File: src/sv/btc_pkg.sv
package btc_pkg;

	// Configuration register indexes
	localparam int CfgIdxW = 8;
	localparam logic [CfgIdxW-1:0] CFG_TEMP_TRIM = 8'd0;
	localparam logic [CfgIdxW-1:0] CFG_PRES_TRIM_A = 8'd1;
	localparam logic [CfgIdxW-1:0] CFG_PRES_TRIM_B = 8'd2;
	localparam logic [CfgIdxW-1:0] CFG_PRES_TRIM_C = 8'd3;

	// Queue between front and back
	localparam int MidDepth = 4;
	localparam int MidPtrW = 2;

	// Restoring divider, one quotient bit per stage
	localparam int DivSteps = 64;

	typedef struct packed {
		logic [19:0] raw_temperature;
		logic [19:0] raw_pressure;
	} btc_in_t;

	typedef struct packed {
		logic signed [31:0] fine_temperature;
		logic signed [31:0] temperature_centi;
		logic [31:0]        pressure_q24_8;
		logic               divide_by_zero;
	} btc_out_t;

	// Word handed from front to back
	typedef struct packed {
		logic signed [31:0] tf;
		logic signed [31:0] tc;
		logic [63:0]        num;
		logic [63:0]        den;
	} btc_mid_t;

	typedef struct packed {
		logic [47:0] temp_trim;
		logic [63:0] pres_trim_a;
		logic [63:0] pres_trim_b;
		logic [15:0] pres_trim_c;
	} btc_trim_t;

endpackage

File: src/sv/btc_queue.sv
module btc_queue (
	input  logic             clk,
	input  logic             arst_n,
	input  logic             push,
	input  btc_pkg::btc_mid_t wr_data,
	output logic             full,
	input  logic             pop,
	output btc_pkg::btc_mid_t rd_data,
	output logic             empty
);

	btc_pkg::btc_mid_t mem_q [0:btc_pkg::MidDepth-1];
	logic [btc_pkg::MidPtrW-1:0] wr_ptr_q;
	logic [btc_pkg::MidPtrW-1:0] rd_ptr_q;
	logic [btc_pkg::MidPtrW:0]   cnt_q;
	logic do_push;
	logic do_pop;

	assign full    = (cnt_q == (btc_pkg::MidPtrW+1)'(btc_pkg::MidDepth));
	assign empty   = (cnt_q == '0);
	assign do_push = push && !full;
	assign do_pop  = pop && !empty;
	assign rd_data = mem_q[rd_ptr_q];

	// Track pointers and fill level
	always_ff @(posedge clk or negedge arst_n) begin
		if (!arst_n) begin
			wr_ptr_q <= '0;
			rd_ptr_q <= '0;
			cnt_q    <= '0;
		end else begin
			if (do_push)
				wr_ptr_q <= wr_ptr_q + 1'b1;
			if (do_pop)
				rd_ptr_q <= rd_ptr_q + 1'b1;
			if (do_push && !do_pop)
				cnt_q <= cnt_q + 1'b1;
			else if (!do_push && do_pop)
				cnt_q <= cnt_q - 1'b1;
		end
	end

	// Store the incoming word
	always_ff @(posedge clk) begin
		if (do_push)
			mem_q[wr_ptr_q] <= wr_data;
	end

endmodule

File: config.mk
export PLATFORM = sky130hd
export DESIGN_NAME = btc_queue
export DESIGN_NICKNAME = d
export VERILOG_FILES = /design/src/sv/btc_pkg.sv /design/src/sv/btc_queue.sv
export SDC_FILE = /design/constraint.sdc
export NUM_CORES = 1
export LEC_CHECK = 0
export ABC_CLOCK_PERIOD_IN_PS = 8200
export BUFFER_PORTS_ARGS = -buffer_cell sky130_fd_sc_hd__buf_2
export CELL_PAD_IN_SITES_DETAIL_PLACEMENT = 1
export CELL_PAD_IN_SITES_GLOBAL_PLACEMENT = 1
export CORE_UTILIZATION = 50
export DETAILED_ROUTE_END_ITERATION = 7
export MAX_ROUTING_LAYER = met4
export PLACE_DENSITY_LB_ADDON = 0.15
export SLEW_MARGIN = 25
export SYNTH_ARGS = -nofsm -noshare
export SYNTH_HDL_FRONTEND = slang
export SYNTH_SLANG_ARGS = --single-unit
File: constraint.sdc
create_clock -name clk -period 8.2 [get_ports clk]
set_clock_uncertainty 0.15 [all_clocks]
set_input_delay 0.82 -clock clk [delete_from_list [all_inputs] [get_ports clk]]
set_output_delay 0.82 -clock clk [all_outputs]
set_load 0.02 [all_outputs]
-- Word-level counts from Yosys, hierarchy flattened
Memory sizes are Yosys's and may differ from the RTL's.
Index checks and enable logic that the tools add are counted.
- register bits after elaboration: 7
- RAM bits: 768
- memories kept: 1
- add/subtract/negate cells: 4
- equal/unequal tests: 1
- mux-type cells: 4
- reductions and logical operators: 10
- memory list (memory ; depth ; bits a word ; rd ports ; clocked after memory_dff ; write ports ; RTL line ; source):
    mem_q ; 4 ; 192 ; 1 ; 0 ; 1 ; btc_queue.sv:12 ; btc_pkg::btc_mid_t mem_q [0:btc_pkg::MidDepth-1];
- operators by type and width (cell ; number):
    $mux 3 ; 2
    $add 2x1->2 const B ; 2
    $logic_and 1x1->1 ; 4
    $logic_not 1->1 ; 4
    $add 3x1->3 const B ; 1
    $eq 3x3->1 const B ; 1
    $logic_not 3->1 ; 1
    $sub 3x1->3 const B ; 1
    $mux 1 ; 2
    $reduce_bool 2->1 ; 1

-- Longest topological paths before layout
Gate-level depths: netlist (run 1).
- depth after elaboration: 7
- mapped depth: 9

-- Worst setup path before layout (run 1)
No wires, ideal clock.
- kind: in2reg
- from: in push
- to: mem mem_q[0][0] (netlist name) (enable)
- library setup time: 576 ps
- data arrival time: 5476 ps
- required time: 7474 ps
- setup slack: 1998 ps
- stages: 3
- cell sequence: nor2b_1 -> buf_2 -> and2_1
- longest elaborated chain between the ends: 3
- ends and longest elaborated chain (what ; RTL line ; source):
    from (decl) ; btc_queue.sv:4 ; input logic push,
    $logic_and 1x1->1 ; btc_queue.sv:21 ; assign do_push = push && !full;
    named net do_push ; btc_queue.sv:16 ; logic do_push;
    $mux 1 ; btc_queue.sv:45 ; if (do_push)
    $mux 1 (implied by the code) ; btc_queue.sv:46 ; mem_q[wr_ptr_q] <= wr_data;
    to (decl) ; btc_queue.sv:12 ;
The timed path passes the listed nets, and every way through them passes these cells.

==> summary.txt, run 1 <==
Starting Density -> 0.5086
status -> finished clean
synth top area cells -> edfxtp_1, mux4_2, buf_6
grt total ovfl -> 0
worst min-delay path category -> primary input to flip-flop
largest net degree at the start of global routing -> 143
Synth Warn # -> 0
Port Buffers -> 389
Synth Flop Type -> edfxtp_1
post_cts resized -> 0
CP required -> 7.23 ns
Critical Path Source Type -> flip-flop
CTS tree -> done
slowest cell on the critical path -> dfrtp_4
vias in the first global route -> 13749
Avg Synthesized Cell Area -> 27.07 um2
critical-path cell list -> buf_4, mux4_2, buf_2
post-synth top area share -> 0.8199
number of remaining DRC errors -> 0
top cell family by delay on the critical path -> flip-flops
TNS Setup -> 0 ns
period utilisation layout -> 0.5224
Reg clk slew, reported paths -> 0.06 ns
share of cells above drive strength 1 -> 0.4614
fraction of registers with async set/reset -> 0.009032
I/O pins -> 390
WL final -> 59380 um
VDD IR max -> 0.3491 mV
DP HPWL -> 36000 um
Tmin final -> 4.284 ns
drt pass-1 iters -> 6
maxcap violations -> 0
crit path DAT -> 3.31 ns
slew margin rel. -> 0.3128
Final Wtd Congestion -> 0.7245
net count after synthesis -> 1241
Leakage -> 11.32 nW
reg2reg path depth -> 4
Pins Over Slew Limit -> 0
Post-Syn Instances -> 1039
sum of buffers and inverters on the critical path -> 2
Final setup viols -> 0
critical path class -> flip-flop to primary output
Hold Path Depth -> 1
Die ar. -> 57210 um2
Cell Area, Synth -> 28130 um2
post-place instance area -> 30840 um2
# rows -> 86
Die H -> 239.2 um
critical path depth in cells -> 3
Layout Cell Area excl Fill -> 33410 um2
Via Count -> 12492
H-tree depth -> 3
first-pass GRT wire length -> 87460 um
CP Capture Type -> primary output
average routed wire per standard cell -> 25.68 um
Yosys cell types -> 21
unrepaired setup endpoints after global routing -> false
CTS Root Cell -> clkbuf_16
Yosys reg bits -> 775
Detailed Route Iter0 Violations -> 611
crit-path max FO -> 44
Peak Freq -> 233.4 MHz
Sink Count -> 775
Post-synth EDFFs -> 768
core area -> 55310 um2
Antenna Nets Post-Route -> 0
CTS max path bufs -> 3
initial antenna violation count -> 20
Final nets -> 1685
vias per cell -> 5.403
Fin. Hold Viols -> 0
Slew @ Worst Pin -> 1.031 ns
Max stage delay on crit path -> 1.05 ns
Die Wd -> 239.2 um
all-layer global routing usage -> 0.2179
total clock buffers created by CTS -> 79
PwrDens -> 386.3 nW/um2
setup bufs post-CTS -> 0
Area Overhead vs Synth -> 18.79%
Worst-Skew Late Latency -> 0.60 ns
sequential area share after synthesis -> 0.8261
leading area contributor after synthesis -> edfxtp_1
==> worst register-to-register path: cells and delay by family, from the launching register on <==
family / cells / cell delay [ns]
and+or+nand+nor: 3 / 1.32
buffers and inverters: 1 / 0.89
DFF: 1 / 0.40
==> cell usage after synthesis, types with 2 or more instances <==
cell	number
mux2_2	2
ha_1	5
buf_1	2
buf_2	20
and2_1	4
clkbuf_1	2
dfrtp_1	7
buf_6	19
xnor2_1	4
mux4_2	192
xor2_1	2
inv_1	4
edfxtp_1	768
==> cells in the final DEF, fill, tap and decap left out, types with 2 or more instances in the layout <==
cell type	Yosys	final
clkbuf_16	0	84
buf_4	1	13
buf_2	20	389
ha_1	5	5
clkbuf_1	2	15
edfxtp_1	768	768
xor2_1	2	2
clkinv_1	0	19
diode_2	0	23
xnor2_1	4	4
bufinv_16	0	5
and2_4	0	4
dfrtp_1	7	5
mux4_2	192	192
mux2_2	2	2
clkinv_2	0	13
dfrtp_4	0	2
inv_1	4	4
buf_12	0	2
==> registers in the layout (all words and copies together), names as in the netlist <==
name	cells
cnt_q	3
mem_q	768
rd_ptr_q	2
wr_ptr_q	2
==> cell type report <==
| cell class | instances | area, um2 |
|---|---|---|
| fill | 4634 | 21890 |
| inverter | 4 | 15.01 |
| clock buffer | 99 | 2158 |
| multi-input combinational | 216 | 4549 |
| sequential | 775 | 23240 |
| clock inverter | 40 | 319.1 |
| timing repair buffer | 407 | 2133 |
| antenna | 23 | 57.56 |
| tap | 748 | 935.9 |
==> what timing repair did <==
action                                  in CTS  in global routing
endpoints found under the setup margin       0                  0
hold buffers                                 1                  0
hold endpoints to repair                     7                  0
==> worst paths after layout <==
kind | startpoint | endpoint | slack [ns]
max | rd_ptr_q[0] | rd_data[101] | 3.92
min | wr_data[102] | mem_q[0][102] | 0.27
max reg2reg | cnt_q[2] | mem_q[3][138] | 5.00
min reg2reg | cnt_q[2] | cnt_q[2] | 0.34
max in group asynchronous | arst_n | rd_ptr_q[0] | 7.28
min in group asynchronous | arst_n | cnt_q[0] | 0.44
==> metrics by stage <==
step	power (mW)	worst slack (ns)	std cells	hold WS, ns	util
global route	13.45	3.614	2309	0.2317	0.6040
detailed placement	9.651	4.421	2148	0.3290	0.5576
finish	12.91	3.916	2312	0.2708	0.6041
global placement	9.576	4.438	2148	0.3144	0.5576
CTS	13.11	3.735	2288	0.2267	0.6025
floorplan	8.420	1.998	1039	0.2971	-
==> per-layer routing <==
layer | vias to the layer above | wire length, um | GRT usage
met2 | 346 | 30300 | 0.3499
met1 | 6633 | 23260 | 0.2635
li1 | 5441 | - | -
met4 | 0 | 1055 | 0.05575
met3 | 72 | 4767 | 0.07837
met5 | - | 0 | -
==> report_power, final <==
group,internal [mW],total [mW],leakage (nW),switching (mW)
logic,1.54,3.94,2.99,2.40
registers,5.24,5.54,7.11,0.298
clock network,2.01,3.43,1.22,1.42
total,8.79,12.9,11.3,4.12
==> kinds of logic (layout without fill, tap and decap cells) <==
family	count (synthesis)	after routing	share of synthesized area
xor+xnor	6	6	0.001868
simple gates	10	10	0.002046
fa+ha+maj	6	6	0.002936
mux	194	194	0.1545
other cells	0	23	0
buf+inv	48	550	0.01250
flops	775	775	0.8261
Note: power is estimated with default switching activity, not from simulation.
==> run 2, diff against run 1 <==
--- a/config.mk
+++ b/config.mk
@@ -5,7 +5,7 @@
 export SDC_FILE = /design/constraint.sdc
 export NUM_CORES = 1
 export LEC_CHECK = 0
-export ABC_CLOCK_PERIOD_IN_PS = 8200
+export ABC_CLOCK_PERIOD_IN_PS = 4290
 export BUFFER_PORTS_ARGS = -buffer_cell sky130_fd_sc_hd__buf_2
 export CELL_PAD_IN_SITES_DETAIL_PLACEMENT = 1
 export CELL_PAD_IN_SITES_GLOBAL_PLACEMENT = 1
==> constraint.sdc (replaced) <==
create_clock -name clk -period 4.29 [get_ports clk]
set_clock_uncertainty 0.15 [all_clocks]
set_input_delay 0.429 -clock clk [delete_from_list [all_inputs] [get_ports clk]]
set_output_delay 0.429 -clock clk [all_outputs]
set_load 0.02 [all_outputs]
==> summary.txt, run 2 (synthesis gave the netlist of run 1 again) <==
status -> finished clean
drt pass-1 iters -> 5 (-1)
TNS Setup -> 0 ns (unchanged)
Regs by FF count -> mem_q: 768 flops, cnt_q: 3 flops
Starting Density -> 0.5086 (unchanged)
all-layer global routing usage -> 0.2336 (+0.01574)
vias in the first global route -> 15039 (+9.4%)
R2R Setup Slk -> 1.55 ns (-3.45 ns)
average routed wire per standard cell -> 25.48 um (-0.78%)
largest net degree at the start of global routing -> 89 (-38%)
commonest cells after routing, fill and taps aside -> edfxtp_1, buf_2, dlygate4sd3_1
CTS Root Cell -> clkbuf_16
VDD IR max -> 0.4647 mV (+33%)
Area Overhead vs Synth -> 26.59%
overall power -> 25.18 mW (+95%)
DP HPWL -> 38420 um (+6.7%)
RR Endpoint -> mem_q[2][66]
Final nets -> 1898 (+13%)
Pins Over Slew Limit -> 0 (unchanged)
Worst-Skew Late Latency -> 0.60 ns (about the same)
Antenna Nets Post-Route -> 0 (unchanged)
Final Wtd Congestion -> 0.7479 (+3.2%)
first-pass GRT wire length -> 94230 um (+7.7%)
slew margin rel. -> 0.4333 (+0.1205)
vias per cell -> 5.390 (-0.25%)
commonest non-fill, non-tap cell in the layout -> edfxtp_1
Final setup viols -> 0 (unchanged)
non-filler cells, final -> 2512 (+8.7%)
met1 usage -> 0.2850 (+0.02152)
CTS max path bufs -> 3 (unchanged)
crit-path max FO -> 31 (-30%)
CP Capture Type -> primary output
Tmin final -> 3.257 ns
global route hottest layer -> met2
Peak Freq -> 307.1 MHz
grt met2 use -> 0.3838 (+0.03391)
Reg clk slew, reported paths -> 0.06 ns (about the same)
critical path class -> flip-flop to primary output
reg2reg path depth -> 4 (unchanged)
grt total ovfl -> 0 (unchanged)
number of remaining DRC errors -> 0 (unchanged)
H-tree depth -> 3 (unchanged)
Die ar. -> 57210 um2 (unchanged)
Sink Count -> 775 (unchanged)
Die H -> 239.2 um (unchanged)
hold buffers post-CTS -> 194 (+193)
fillers -> 4604 (-0.65%)
post-layout util -> 0.6438 (+0.03966)
unrepaired setup endpoints after global routing -> false
Leakage -> 12.26 nW (+8.4%)
Die Wd -> 239.2 um (unchanged)
crit path DAT -> 2.68 ns (-0.63 ns)
met3 usage -> 0.06027 (-0.01809)
Critical Path Source Type -> flip-flop
Via Count -> 13539 (+8.4%)
setup bufs post-CTS -> 0 (unchanged)
initial antenna violation count -> 5 (-75%)
I/O pins -> 390 (unchanged)
number of flip-flops in the largest register -> 768 (unchanged)
Port Buffers -> 389 (unchanged)
Final Worst Setup Slack -> 1.033 ns (-2.883 ns)
Biggest register -> mem_q
period utilisation layout -> 0.7591
Slew @ Worst Pin -> 0.8501 ns (-0.1807 ns)
# rows -> 86 (unchanged)
Fin. Hold Viols -> 0 (unchanged)
CP required -> 3.71 ns (-3.52 ns)
maxcap violations -> 0 (unchanged)
worst reg2reg startpoint -> cnt_q[2]
Placed Cells -> 2169 (+0.98%)
Setup WS pre-CTS -> 1.487 ns (-2.934 ns)
post_cts resized -> 0 (unchanged)
worst min-delay path category -> primary input to async pin
share of cells above drive strength 1 -> 0.4166 (-0.04477)
core area -> 55310 um2 (unchanged)
PwrDens -> 707.1 nW/um2 (+83%)
CTS tree -> done
total clock buffers created by CTS -> 79 (unchanged)
WL final -> 64010 um (+7.8%)
Detailed Route Iter0 Violations -> 722 (+18%)
[run 2: final cells by class]
cell class | count | area, um2 | area share
Timing Repair Buffer | 620 | 4392 | 0.1233
Inverter | 4 | 15.01 | 0.0004217
Clock inverter | 37 | 292.8 | 0.008223
Clock buffer | 105 | 2160 | 0.06065
Antenna cell | 7 | 17.52 | 0.0004920
Sequential cell | 775 | 23240 | 0.6528
Multi-Input combinational cell | 216 | 4549 | 0.1278
Tap cell | 748 | 935.9 | 0.02628
[run 2: stage by stage]
step           area (um2)  hold slack [ns]
2_1_floorplan       28130         -0.01659
3_5_place_dp        31190           0.1204
4_1_cts             35590          0.02117
6_report            35610          0.07267
3_3_place_gp        31190           0.1265
5_1_grt             35600          0.07084
[run 2: how the worst max path moves through the flow]
stage | startpoint | to | cells after the start
floorplan | cnt_q[2] | mem_q[0][0] | 4
global placement | push | mem_q[2][68] | 4
detailed placement | cnt_q[2] | mem_q[1][68] | 4
CTS | rd_ptr_q[0] | rd_data[129] | 3
global route | rd_ptr_q[0] | rd_data[49] | 3
finish | rd_ptr_q[0] | rd_data[171] | 3
[run 2: layer usage]
layer | routed length (um) | part of all wire
met1 | 24800 | 0.39
met2 | 33410 | 0.52
met3 | 4438 | 0.069
met4 | 1357 | 0.021
met5 | 0 | 0
[run 2: worst max-delay path: stages, from the launching register on]
cell     delay, ns
dfrtp_4       0.90
buf_4         0.39
mux4_2        0.58
buf_2         0.19
[run 2: power breakdown]
group | leakage (nW) | total (mW) | switching [mW] | internal, mW
Combinational | 3.95 | 8.08 | 4.81 | 3.27
Clock | 1.20 | 6.54 | 2.76 | 3.78
Sequential | 7.11 | 10.6 | 0.557 | 10.0
Total | 12.3 | 25.2 | 8.13 | 17.1
